## config.mk

```make
export PLATFORM = sky130hd
export DESIGN_NAME = load_based_concurrency_limiter
export DESIGN_NICKNAME = d
export VERILOG_FILES = /design/src/hdl/lbcl_pkg.sv /design/src/hdl/lbcl_cell.sv /design/src/hdl/lbcl_divider.sv /design/src/hdl/load_based_concurrency_limiter.sv
export VERILOG_INCLUDE_DIRS = /design/src /design/src/hdl
export SDC_FILE = /design/constraint.sdc
export NUM_CORES = 2
export LEC_CHECK = 0
export BUFFER_PORTS_ARGS = -buffer_cell sky130_fd_sc_hd__buf_2
export CAP_MARGIN = 30
export CORE_MARGIN = 2
export CORE_UTILIZATION = 45
export DETAILED_ROUTE_END_ITERATION = 16
export HOLD_SLACK_MARGIN = 0.08
export PLACE_DENSITY_LB_ADDON = 0.05
export SKIP_CTS_REPAIR_TIMING = 1
export SLEW_MARGIN = 30
export SYNTH_ARGS = -nofsm -noshare
export SYNTH_HDL_FRONTEND = slang
export SYNTH_SLANG_ARGS = --single-unit
```

## constraint.sdc

```tcl
create_clock -name clock -period 10 [get_ports clock]
set_clock_uncertainty 0.05 [all_clocks]
set_input_delay 1.5 -clock clock [delete_from_list [all_inputs] [get_ports clock]]
set_output_delay 1.5 -clock clock [all_outputs]
set_load 0.005 [all_outputs]
```

## src/hdl/assert_macros.svh

```systemverilog
// Assertion macros shared by the limiter RTL.
`ifndef ASSERT_MACROS_SVH
`define ASSERT_MACROS_SVH
// Check a property on every clock edge outside reset.
`define ASSERT_CLK(label, clk, rst, prop, msg) \
   label: assert property (@(posedge clk) disable iff (rst) (prop)) else $error(msg);
// Check a property at every clock edge, reset included.
`define ASSERT_ALWAYS(label, clk, prop, msg) \
   label: assert property (@(posedge clk) (prop)) else $error(msg);
`endif

```

## src/hdl/lbcl_pkg.sv

```systemverilog
// Package with types, constants and helpers of the concurrency limiter.
`timescale 1ns / 1ps
package lbcl_pkg;
   localparam int SAMPLES          = 16;
   localparam int PERCENTILE_RANK  = 12;
   localparam int REFRACTORY_TICKS = 8;
   localparam int CW               = $clog2(SAMPLES + 1);
   localparam int RANK_SAT = (PERCENTILE_RANK > SAMPLES - 1) ? SAMPLES - 1 : PERCENTILE_RANK;
   localparam logic [19:0] MAX20 = 20'hFFFFF;

   localparam logic [2:0] REG_ENABLED  = 3'd0;
   localparam logic [2:0] REG_TARGET   = 3'd1;
   localparam logic [2:0] REG_DECREASE = 3'd2;
   localparam logic [2:0] REG_ADDITIVE = 3'd3;
   localparam logic [2:0] REG_DISTANCE = 3'd4;
   localparam logic [2:0] REG_LOWER    = 3'd5;
   localparam logic [2:0] REG_UPPER    = 3'd6;
   localparam logic [2:0] REG_FACTOR   = 3'd7;

   typedef struct packed {
      logic [6:0]  load_percent;
      logic [19:0] active_requests;
   } req_type;

   typedef struct packed {
      logic [19:0] request_limit;
      logic [19:0] stable_estimate;
      logic        overloaded;
      logic        estimate_ready;
   } rsp_type;

   // Control from sequencer to the rank cells.
   typedef struct packed {
      logic        load;       // shift a new sample into the chain
      logic [19:0] sample;
      logic        probe;      // compare broadcast candidate
      logic [19:0] cand;
   } cell_ctl_type;
endpackage

```

## src/hdl/lbcl_cell.sv

```systemverilog
// One cell of the sample chain: holds a sample, shifts it on, flags below/upto the candidate.
`timescale 1ns / 1ps
module lbcl_cell (
   input  logic                 clock,
   input  lbcl_pkg::cell_ctl_type ctl,
   input  logic [19:0]          prev_value,
   output logic [19:0]          value,
   output logic                 is_below,
   output logic                 is_upto
);
   import lbcl_pkg::*;
   logic [19:0] value_ff, value_in;

   always_comb begin
      value_in = value_ff;
      if (ctl.load) begin
         value_in = prev_value;
      end else if (ctl.probe) begin
         value_in = prev_value; // rotate so every sample passes as candidate
      end
   end

   always_ff @(posedge clock) begin
      value_ff <= value_in;
   end

   assign value    = value_ff;
   assign is_below = value_ff < ctl.cand;
   assign is_upto  = value_ff <= ctl.cand;
endmodule

```

## src/hdl/lbcl_divider.sv

```systemverilog
// Restoring serial divider, one quotient bit per cycle.
`timescale 1ns / 1ps
module lbcl_divider (
   input  logic        clock,
   input  logic        reset,
   input  logic        start,
   input  logic [42:0] dividend,
   input  logic [14:0] divisor,
   output logic        done,
   output logic [42:0] quotient
);
   import lbcl_pkg::*;
   logic [42:0] quo_ff, quo_in;
   logic [15:0] rem_ff, rem_in;
   logic [14:0] div_ff, div_in;
   logic [5:0]  cnt_ff, cnt_in;
   logic        busy_ff, busy_in, done_ff, done_in;
   logic [15:0] trial;

   always_comb begin
      quo_in = quo_ff; rem_in = rem_ff; div_in = div_ff;
      cnt_in = cnt_ff; busy_in = busy_ff; done_in = 1'b0;
      trial = {rem_ff[14:0], quo_ff[42]};
      if (start) begin
         quo_in = dividend; rem_in = '0; div_in = divisor;
         cnt_in = 6'd43; busy_in = 1'b1;
      end else if (busy_ff) begin
         if (trial >= {1'b0, div_ff}) begin
            rem_in = trial - {1'b0, div_ff};
            quo_in = {quo_ff[41:0], 1'b1};
         end else begin
            rem_in = trial;
            quo_in = {quo_ff[41:0], 1'b0};
         end
         cnt_in = cnt_ff - 6'd1;
         if (cnt_ff == 6'd1) begin
            busy_in = 1'b0; done_in = 1'b1;
         end
      end
   end

   always_ff @(posedge clock) begin
      if (reset) begin
         busy_ff <= 1'b0; done_ff <= 1'b0; cnt_ff <= '0;
      end else begin
         busy_ff <= busy_in; done_ff <= done_in; cnt_ff <= cnt_in;
      end
      quo_ff <= quo_in; rem_ff <= rem_in; div_ff <= div_in;
   end

   assign done = done_ff;
   assign quotient = quo_ff;
endmodule

```

## src/hdl/load_based_concurrency_limiter.sv

```systemverilog
// Top level of the load based concurrency limiter.
`timescale 1ns / 1ps
// Load based concurrency limiter (limit controller with multiplicative increase and decrease).
// Input channel req_*: one item per control tick, carrying load percent and
// active request count. Result channel rsp_*: one item per tick with the new
// limit, the stable estimate and the overloaded and estimate_ready flags.
// Configuration through the csr_ APB port, registers at byte address 4*i;
// write only while idle.
// From accept to result valid, a disabled tick or a calm tick with zero load
// or zero active goes from ST_IDLE straight to ST_OUT; an overloaded tick runs
// ST_MUL1, ST_MUL2, ST_DECIDE and ST_OUT, and a calm tick that only applies
// the growth rule adds ST_GROW before ST_OUT. A sampling tick runs the 43-step
// serial divider; the tick that fills the store also runs the percentile pass
// through the cell chain, one candidate a cycle until each sample was probed.
// One tick is in work at a time; the next item can be accepted in the same
// cycle in which the result of the previous one turns valid. The result
// register holds a finished item while rsp_stall is high; a following tick
// that finishes meanwhile waits in its last state until the register is free.
// Reset (synchronous, active high) restores register defaults, the limit to
// the upper bound, the refractory timer to full, and empties the store.
module load_based_concurrency_limiter (
   input  logic                  clock,
   input  logic                  reset,
   input  logic                  req_valid,
   output logic                  req_stall,
   input  lbcl_pkg::req_type     req_data,
   output logic                  rsp_valid,
   input  logic                  rsp_stall,
   output lbcl_pkg::rsp_type     rsp_data,
   input  logic                  csr_psel,
   input  logic                  csr_penable,
   input  logic                  csr_pwrite,
   input  logic [4:0]            csr_paddr,
   input  logic [31:0]           csr_pwdata,
   output logic [31:0]           csr_prdata,
   output logic                  csr_pready
);
   import lbcl_pkg::*;
   `include "assert_macros.svh"

   localparam logic [3:0] ST_IDLE = 4'd0, ST_MUL1 = 4'd1, ST_MUL2 = 4'd2,
      ST_DECIDE = 4'd3, ST_DIV = 4'd4, ST_WAITDIV = 4'd5, ST_SEL = 4'd6,
      ST_GROW = 4'd7, ST_OUT = 4'd8;

   // configuration registers
   logic        enabled_ff;
   logic [6:0]  target_ff;
   logic [15:0] dec_ff, add_ff, dist_ff, factor_ff;
   logic [19:0] lower_ff, upper_ff;
   logic        wr;
   assign csr_pready = 1'b1;
   assign wr = csr_psel && csr_penable && csr_pwrite;

   always_ff @(posedge clock) begin
      if (reset) begin
         enabled_ff <= 1'b0; target_ff <= 7'd90; dec_ff <= 16'd3277;
         add_ff <= 16'd3277; dist_ff <= 16'd3277; lower_ff <= 20'd1;
         upper_ff <= MAX20; factor_ff <= 16'd256;
      end else if (wr) begin
         unique case (csr_paddr[4:2])
            REG_ENABLED:  enabled_ff <= csr_pwdata[0];
            REG_TARGET:   target_ff  <= csr_pwdata[6:0];
            REG_DECREASE: dec_ff     <= csr_pwdata[15:0];
            REG_ADDITIVE: add_ff     <= csr_pwdata[15:0];
            REG_DISTANCE: dist_ff    <= csr_pwdata[15:0];
            REG_LOWER:    lower_ff   <= csr_pwdata[19:0];
            REG_UPPER:    upper_ff   <= csr_pwdata[19:0];
            REG_FACTOR:   factor_ff  <= csr_pwdata[15:0];
            default: ;
         endcase
      end
   end

   always_comb begin
      unique case (csr_paddr[4:2])
         REG_ENABLED:  csr_prdata = {31'd0, enabled_ff};
         REG_TARGET:   csr_prdata = {25'd0, target_ff};
         REG_DECREASE: csr_prdata = {16'd0, dec_ff};
         REG_ADDITIVE: csr_prdata = {16'd0, add_ff};
         REG_DISTANCE: csr_prdata = {16'd0, dist_ff};
         REG_LOWER:    csr_prdata = {12'd0, lower_ff};
         REG_UPPER:    csr_prdata = {12'd0, upper_ff};
         REG_FACTOR:   csr_prdata = {16'd0, factor_ff};
         default:      csr_prdata = '0;
      endcase
   end

   // tick state
   logic [3:0]  st_ff, st_in;
   logic [19:0] limit_ff, limit_in, est_ff, est_in;
   logic [CW-1:0] count_ff, count_in;
   logic [7:0]  tso_ff, tso_in;
   logic [6:0]  load_ff, load_in;
   logic [19:0] act_ff, act_in;
   logic [35:0] pa_ff, pa_in;       // limit*fraction
   logic [36:0] pb_ff, pb_in;       // distance test product
   logic [26:0] ac_ff, ac_in;       // active*target
   logic [42:0] num_ff, num_in;     // active*target*factor
   logic        over_ff, over_in;
   logic        rv_ff, rv_in;
   rsp_type     rd_ff, rd_in;
   logic [CW-1:0] idx_ff, idx_in;
   logic [19:0] best_ff, best_in;
   logic        found_ff, found_in;

   // divider
   logic        div_start, div_done;
   logic [42:0] div_q;
   lbcl_divider u_div (
      .clock(clock), .reset(reset), .start(div_start),
      .dividend(num_ff), .divisor({load_ff, 8'd0}),
      .done(div_done), .quotient(div_q)
   );

   // sample chain
   cell_ctl_type ctl;
   logic [19:0] vals [SAMPLES];
   logic [SAMPLES-1:0] below_v, upto_v;
   logic [19:0] sample_sat;
   assign sample_sat = (div_q > {23'd0, MAX20}) ? MAX20 : div_q[19:0];

   for (genvar g = 0; g < SAMPLES; g++) begin : g_cell
      logic [19:0] prev;
      if (g == 0) begin : g_head
         assign prev = ctl.load ? ctl.sample : vals[SAMPLES-1];
      end else begin : g_body
         assign prev = vals[g-1];
      end
      lbcl_cell u_cell (
         .clock(clock), .ctl(ctl), .prev_value(prev),
         .value(vals[g]), .is_below(below_v[g]), .is_upto(upto_v[g])
      );
   end

   // candidate is the tail of the chain, which rotates one place per probe
   logic [CW:0] nbelow, nupto;
   assign nbelow = ($bits(nbelow))'($countones(below_v));
   assign nupto  = ($bits(nupto))'($countones(upto_v));

   logic        acc;
   logic [16:0] dist_c;
   logic [20:0] grown;
   logic [19:0] dstep, astep;
   logic [20:0] dec_nl;
   assign acc = req_valid && !req_stall;
   assign req_stall = (st_ff != ST_IDLE);
   assign dist_c = 17'd65536 - {1'b0, dist_ff};
   assign dstep = (pa_ff[35:16] == 20'd0) ? 20'd1 : pa_ff[35:16];
   assign astep = dstep;
   assign dec_nl = {1'b0, limit_ff} - {1'b0, dstep};
   assign grown  = {1'b0, limit_ff} + {1'b0, astep};

   always_comb begin
      st_in = st_ff; limit_in = limit_ff; est_in = est_ff; count_in = count_ff;
      tso_in = tso_ff; load_in = load_ff; act_in = act_ff; pa_in = pa_ff;
      pb_in = pb_ff; ac_in = ac_ff; num_in = num_ff; over_in = over_ff;
      rv_in = rv_ff; rd_in = rd_ff; idx_in = idx_ff; best_in = best_ff;
      found_in = found_ff; div_start = 1'b0;
      ctl = '{load: 1'b0, sample: sample_sat, probe: 1'b0, cand: vals[SAMPLES-1]};
      if (rv_ff && !rsp_stall) begin
         rv_in = 1'b0;
      end
      unique case (st_ff)
         ST_IDLE: begin
            if (acc) begin
               load_in = req_data.load_percent; act_in = req_data.active_requests;
               over_in = 1'b0;
               if (!enabled_ff) begin
                  st_in = ST_OUT;
               end else if (req_data.load_percent >= target_ff) begin
                  over_in = 1'b1; tso_in = '0; st_in = ST_MUL1;
               end else begin
                  if (tso_ff != 8'd255) begin
                     tso_in = tso_ff + 8'd1;
                  end
                  st_in = (req_data.active_requests == '0 || req_data.load_percent == '0)
                     ? ST_OUT : ST_MUL1;
               end
            end
         end
         ST_MUL1: begin
            pa_in = limit_ff * (over_ff ? dec_ff : add_ff);
            pb_in = dist_c * limit_ff;
            ac_in = act_ff * target_ff;
            st_in = ST_MUL2;
         end
         ST_MUL2: begin
            num_in = ac_ff * factor_ff;
            st_in = ST_DECIDE;
         end
         ST_DECIDE: begin
            if (over_ff) begin
               limit_in = (dec_nl[20] || dec_nl[19:0] < lower_ff) ? lower_ff : dec_nl[19:0];
               st_in = ST_OUT;
            end else if ({24'd0, tso_ff} >= 32'(REFRACTORY_TICKS) &&
                         {{(32-CW){1'b0}}, count_ff} < 32'(SAMPLES)) begin
               div_start = 1'b1; st_in = ST_WAITDIV;
            end else begin
               st_in = ST_GROW;
            end
         end
         ST_WAITDIV: begin
            if (div_done) begin
               ctl.load = 1'b1;
               count_in = count_ff + 1'b1;
               if ({{(32-CW){1'b0}}, count_ff} == 32'(SAMPLES - 1)) begin
                  idx_in = '0; found_in = 1'b0; best_in = '0; st_in = ST_SEL;
               end else begin
                  st_in = ST_GROW;
               end
            end
         end
         ST_SEL: begin
            ctl.probe = 1'b1;
            if (!found_ff && {1'b0, nbelow} <= (CW + 2)'(RANK_SAT) &&
                (CW + 2)'(RANK_SAT) < {1'b0, nupto}) begin
               found_in = 1'b1; best_in = vals[SAMPLES-1];
            end
            idx_in = idx_ff + 1'b1;
            if ({{(32-CW){1'b0}}, idx_ff} == 32'(SAMPLES - 1)) begin
               st_in = ST_DIV;
            end
         end
         ST_DIV: begin // commit percentile
            est_in = best_ff; limit_in = best_ff; st_in = ST_OUT;
         end
         ST_GROW: begin
            if ({act_ff, 16'd0} >= {pb_ff[35:0]} && !pb_ff[36] ||
                {1'b0, act_ff, 16'd0} >= pb_ff) begin
               limit_in = (grown > {1'b0, upper_ff}) ? upper_ff : grown[19:0];
            end
            st_in = ST_OUT;
         end
         ST_OUT: begin
            if (!rv_ff) begin
               rv_in = 1'b1;
               rd_in.request_limit   = limit_ff;
               rd_in.stable_estimate = est_ff;
               rd_in.overloaded      = over_ff;
               rd_in.estimate_ready  = {{(32-CW){1'b0}}, count_ff} >= 32'(SAMPLES);
               st_in = ST_IDLE;
            end
         end
         default: st_in = ST_IDLE;
      endcase
   end

   always_ff @(posedge clock) begin
      if (reset) begin
         st_ff <= ST_IDLE; limit_ff <= MAX20; est_ff <= '0; count_ff <= '0;
         tso_ff <= 8'(REFRACTORY_TICKS); rv_ff <= 1'b0; found_ff <= 1'b0;
         idx_ff <= '0;
      end else begin
         st_ff <= st_in; limit_ff <= limit_in; est_ff <= est_in; count_ff <= count_in;
         tso_ff <= tso_in; rv_ff <= rv_in; found_ff <= found_in; idx_ff <= idx_in;
      end
      load_ff <= load_in; act_ff <= act_in; pa_ff <= pa_in; pb_ff <= pb_in;
      ac_ff <= ac_in; num_ff <= num_in; over_ff <= over_in; rd_ff <= rd_in;
      best_ff <= best_in;
   end

   assign rsp_valid = rv_ff;
   assign rsp_data  = rd_ff;

   `ASSERT_CLK(a_stall_when_busy, clock, reset, (st_ff != ST_IDLE) |-> req_stall, "busy but ready")
   `ASSERT_CLK(a_hold_result, clock, reset, (rv_ff && rsp_stall) |=> (rv_ff && $stable(rd_ff)), "result lost")
   `ASSERT_CLK(a_count_bound, clock, reset, {{(32-CW){1'b0}}, count_ff} <= 32'(SAMPLES), "count overflow")
endmodule
```

Word-level counts from Yosys, hierarchy flattened
Cells that the tools add are included.
{ "totals": {"ff_bits": 802, "input_bits": 71, "output_inout_bits": 77, "wordCells": 297} }
{ "op_classes": {"n_addsub": 38, "mul": 4, "n_lt_le_gt_ge": 44, "eq_ne": 27, "n_mux": 86, "bitwise_logic": 2, "reduce_logical": 45} }
{ "ops": {"columns": ["op", "count"], "rows": [
  ["$mux W20", 42],
  ["$lt A20 B20 Y1", 17],
  ["$le A20 B20 Y1", 16],
  ["$pmux W32 S8", 1],
  ["$mux W43", 2],
  ["$pmux W20 S3", 1],
  ["$gt A43 B20 Y1 const B", 1],
  ["$mul A27 B16 Y43", 1],
  ["$logic_not A20 Y1", 2],
  ["$pmux W20 S2", 1],
  ["$ge A36 B37 Y1", 1],
  ["$mul A17 B20 Y37", 1],
  ["$ge A36 B36 Y1", 1],
  ["$mul A20 B16 Y36", 1],
  ["$add A1 B1 Y2", 16],
  ["$mux W4", 8],
  ["$pmux W4 S8", 1],
  ["$mul A20 B7 Y27", 1],
  ["$add A2 B2 Y3", 8],
  ["$reduce_and A2 Y1", 11],
  ["$add A20 B20 Y21", 1],
  ["$gt A21 B20 Y1", 1],
  ["$sub A20 B20 Y21", 1],
  ["$mux W1", 19],
  ["other kinds (48)", 91]
]} }

Logic depth before layout (Yosys ltp)
{ "logic_depth": {"word_depth": 10, "mapped_depth": 31, "mapped_depth_nobuf": 30} }

Cells and area by module
A second synthesis with hierarchy kept.
{ "hier_totals": {"cells_unflattened": 8290, "hier_area_um2": 80893.8} }
{ "by_module_without_submodules": {"columns": ["module", "instances", "cells_each", "area_each_um2", "seq_area_each_um2"], "rows": [
  ["load_based_concurrency_limiter", 1, 6456, 58635.0, 10039.6],
  ["lbcl_cell", 16, 93, 1132.3, 600.6],
  ["lbcl_divider", 1, 346, 4141.5, 2202.1]
]} }

Worst setup path before layout
OpenSTA, ideal clock, no wires.
{ "synth_path": {"path_type": "register to register", "startpoint": "reg dist_ff[2]", "endpoint": "reg pb_ff[34] (data pin)", "setup_time_ns": 0.263, "arrival_ns": 7.549, "t_required_ns": 9.687, "path_slack_ns": 2.138, "stages_incl_launch_ff": 29, "n_path_buf": 1, "period_less_slack_ns": 7.862, "path_cell_list": "dfxtp_1 or4_1 nor2_1 nand2_1 or4_1 nor3_1 xnor2_1 clkbuf_1 nand2_1 fa_1 inv_1 fa_1 fa_1 fa_1 fa_1 inv_1 fa_1 inv_1 ha_1 a21o_1 a21o_1 a21o_1 a21o_1 a2111oi_0 o21ai_1 nand4_1 and3_1 mux2i_1 xor2_1"} }
{ "synth_between": {"elab_chain_cells": 2} }
{ "synth_rtl": {"columns": ["element", "line", "rtl"], "rows": [
  ["start: declaration", "load_based_concurrency_limiter.sv:48", "logic [15:0] dec_ff, add_ff, dist_ff, factor_ff;"],
  ["start signal: assignment", "load_based_concurrency_limiter.sv:65", "REG_DISTANCE: dist_ff <= csr_pwdata[15:0];"],
  ["$sub A17 B16 Y17", "load_based_concurrency_limiter.sv:147", "assign dist_c = 17'd65536 - {1'b0, dist_ff};"],
  ["$mul A17 B20 Y37", "load_based_concurrency_limiter.sv:183", "pb_in = dist_c * limit_ff;"],
  ["end signal: assignment", "load_based_concurrency_limiter.sv:257", "load_ff <= load_in; act_ff <= act_in; pa_ff <= pa_in; pb_ff <= pb_in;"],
  ["end: declaration", "load_based_concurrency_limiter.sv:96", "logic [36:0] pb_ff, pb_in;"]
]} }
Every way passes these cells.
A chain may end at the register's enable or synchronous reset.

Final worst setup path
{ "layout_path": {"startpoint": "reg dist_ff[2]", "endpoint": "reg pb_ff[35] (data pin)"} }
Same word-level chain as after synthesis.

==> metrics.md <==
| Metric | Value |
|---|---|
| Final setup margin | 1142 ps |
| P_leak | 37.81 nW |
| Global Route Usage Sum | 24.94% |
| RD Place Congestion | 0.8935 |
| CTS tree | yes |
| CTS sink count | 786 |
| CTS Root Cell | clkbuf_16 |
| Worst-Skew Late Latency | 720 ps |
| CTS H-tree lvls | 3 |
| Worst R2R Path Depth | 30 |
| Vias in the first global route | 56,900 |
| WP data arrival | 9260 ps |
| Core Util, Final | 48.95% |
| Via density | 5.402 |
| Ys flop type | edfxtp_1 |
| Final instance area | 83,880 µm² |
| Seq/Total Area, Yosys | 27.88% |
| I/O pin count | 148 |
| Max-Cap Viols | 0 |
| Clock power frac | 30.7% |
| Required time of the critical path | 10,400 ps |
| Initial antenna violation count | 14 |
| Residual DRC | 0 |
| Count leader, synth | nand2_1 |
| Critical path's top delay family | adder cells |
| Relative slew slack | 29.24% |
| Worst VDD drop | 0.1429 mV |
| Die Span X | 419.0 µm |
| Top-area cell type share of the netlist area | 25.21% |
| Worst Setup Start Kind | flip-flop |
| Dpl cells | 10,010 |
| Largest net degree at the start of global routing | 82 |
| Internal power | 7.490 mW |
| Worst-case setup slack after placement | 1164 ps |
| P_sw | 3.900 mW |
| Worst stage delay on the critical path | 570 ps |
| Total power divided by cell area | 135.8 nW/µm² |
| Yosys cell types | 94 |
| CP Class | reg2reg |
| Top cells by area, synth | fa_1 25%, edfxtp_1 23%, ha_1 13% |
| CP bufs+invs | 5 |
| First-pass DRT Iterations | 6 |
| EDFF count, synth | 587 |
| Synthesized flop and latch total | 786 |
| HPWL after DPL | 165.4 mm |
| Num rows | 152 |
| Yosys warning total | 0 |
| FILL cells | 16,160 |
| Hold crit path type | reg2reg |
| Core Area | 171,400 µm² |
| Post-route minimum period | 8858 ps |
| Initial Util | 45.24% |
| Tightest Pin Transition | 1061 ps |
| Final hold vios | 0 |
| Comb pwr share | 36.2% |
| Most common cell on crit path | fa_1 |
| Global-route wire length before repair | 335.7 mm |
| Vias | 55,080 |
| Post-DP Area | 80,670 µm² |
| Reg power frac | 33.1% |
| RSZ-0062 raised after global routing | false |
| Final slew viol count | 0 |
| CP endpoint kind | flip-flop |
| Final TNS setup | 0 ps |
| Synth Cell Area | 77,520 µm² |
| Final-stage net count | 9,659 |
| Most frequent cells after synthesis | 1,270 x nand2_1, 1,218 x inv_1, 976 x fa_1 |
| WL per Instance | 21.12 µm |
| Fin crit share | 88.58% |
| Net Sw Frac | 34.24% |
| Total wire length | 215.3 mm |
| Initial drt markers | 3,487 |
| WP depth | 30 |
| Worst hold margin | 372.0 ps |
| Yosys top cell by area | fa_1 |
| Setup violators final | 0 |
| DRT antenna net count | 0 |
| Post-route total power | 11.39 mW |
| TritonCTS buffer count | 92 |
| Die height | 419.0 µm |
| Port Buffer Count | 120 |
| Cell count after synthesis | 7,810 |
| Hold Path Depth | 0 |
| Maximum operating frequency | 0.1129 GHz |
| Die ar. | 175,600 µm² |
| Layout cells sized above 1 | 6.067% |
| Buffer depth of the longest clock path | 3 |
| Status | finished clean |
| Clock Pin Slew Worst Setup and Hold Paths | 70 ps |
| Slowest cell on crit path | fa_1 |
| Crit path max fanout | 8 |
| Area Overhead vs Synth | 8.212% |
| Grt total ovfl | 0 |
| Final std cells w/o fill | 10,200 |
| Avg Cell Area, Syn | 9.925 µm² |
| Ys async rst share | 0% |
## per-layer routing
layer  track usage, %  wire, µm
met5                0        29
met4            5.825      5333
met3            3.324     11470
met2            40.19     99160
met1            35.67     99310
## kinds of logic (layout without fill, tap and decap cells)
family	count (synthesis)	count (layout)	share of synthesized area [%]
flops	786	786	27.88
xor+xnor	173	173	1.974
buf+inv	1585	1643	7.815
other cells	2	19	0.009688
fa+ha+maj	1788	1788	38.31
mux	84	84	1.162
compound gates	959	959	8.225
simple gates	2433	2433	14.62
## path summary, 6_finish.rpt
check,startpoint,endpoint,slack [ps]
worst max-delay path,dist_ff[2],pb_ff[35],1140
worst min register to register,g_cell[1].u_cell.value[0],g_cell[2].u_cell.value[0],370
worst min-delay path,g_cell[1].u_cell.value[0],g_cell[2].u_cell.value[0],370
worst max register to register,dist_ff[2],pb_ff[35],1140
## power groups by stage
stage	sequential, mW	clock [mW]	combinational, mW
after floorplan	3.81	0	3.14
after global placement	3.84	0	4.11
after detailed placement	3.84	0	4.11
after CTS	3.77	3.60	4.18
after global routing	3.77	3.71	4.71
final	3.77	3.50	4.12
## area by class of cell
| type | count | area [µm²] | share of cell area, % |
|---|---|---|---|
| well taps | 2310 | 2890 | 3.446 |
| clock inverters | 61 | 650.6 | 0.7756 |
| inverters | 1220 | 4579 | 5.459 |
| clock buffers | 112 | 2470 | 2.944 |
| repair buffers | 250 | 1632 | 1.945 |
| flip-flops and latches | 786 | 21620 | 25.77 |
| diodes | 6 | 15.01 | 0.01790 |
| multi-input cells | 5450 | 50030 | 59.64 |
## worst reg2reg max path: cells and delay by family (launching register included)
family          cells  cell delay, ps
fa+ha+maj           7            3530
compound gates      9            1940
simple gates        7            1730
buf+inv             5             500
xor+xnor            2             470
flops               1             370
## state kept, by name, indices dropped and copies added, names as in the netlist, 8 cells and up
| signal | count |
|---|---|
| add_ff | 16 |
| dec_ff | 16 |
| lower_ff | 20 |
| upper_ff | 20 |
| pa_ff | 20 |
| ac_ff | 27 |
| factor_ff | 16 |
| est_ff | 20 |
| u_div.quotient | 43 |
| dist_ff | 16 |
| pb_ff | 37 |
| num_ff | 43 |
| limit_ff | 20 |
| best_ff | 20 |
| tso_ff | 8 |
| u_div.rem_ff | 15 |
| rsp_data | 42 |
| act_ff | 20 |
| g_cell.u_cell.value | 320 |
## layout by cell type (no fill, tap or decap), drive strengths merged, types with 41 or more instances in the layout
cell type / count
buf: 250
nand2b: 72
xnor2: 128
nor3: 54
inv: 1229
o21ai: 158
dfxtp: 199
and2: 342
xor2: 45
fa: 976
a21o: 149
ha: 812
edfxtp: 587
nand2: 1270
nor2: 276
mux2i: 66
nor2b: 132
a21oi: 312
nand4: 85
nand3: 55
clkbuf: 112
nor4: 41
(Power assumes the default switching activity.)
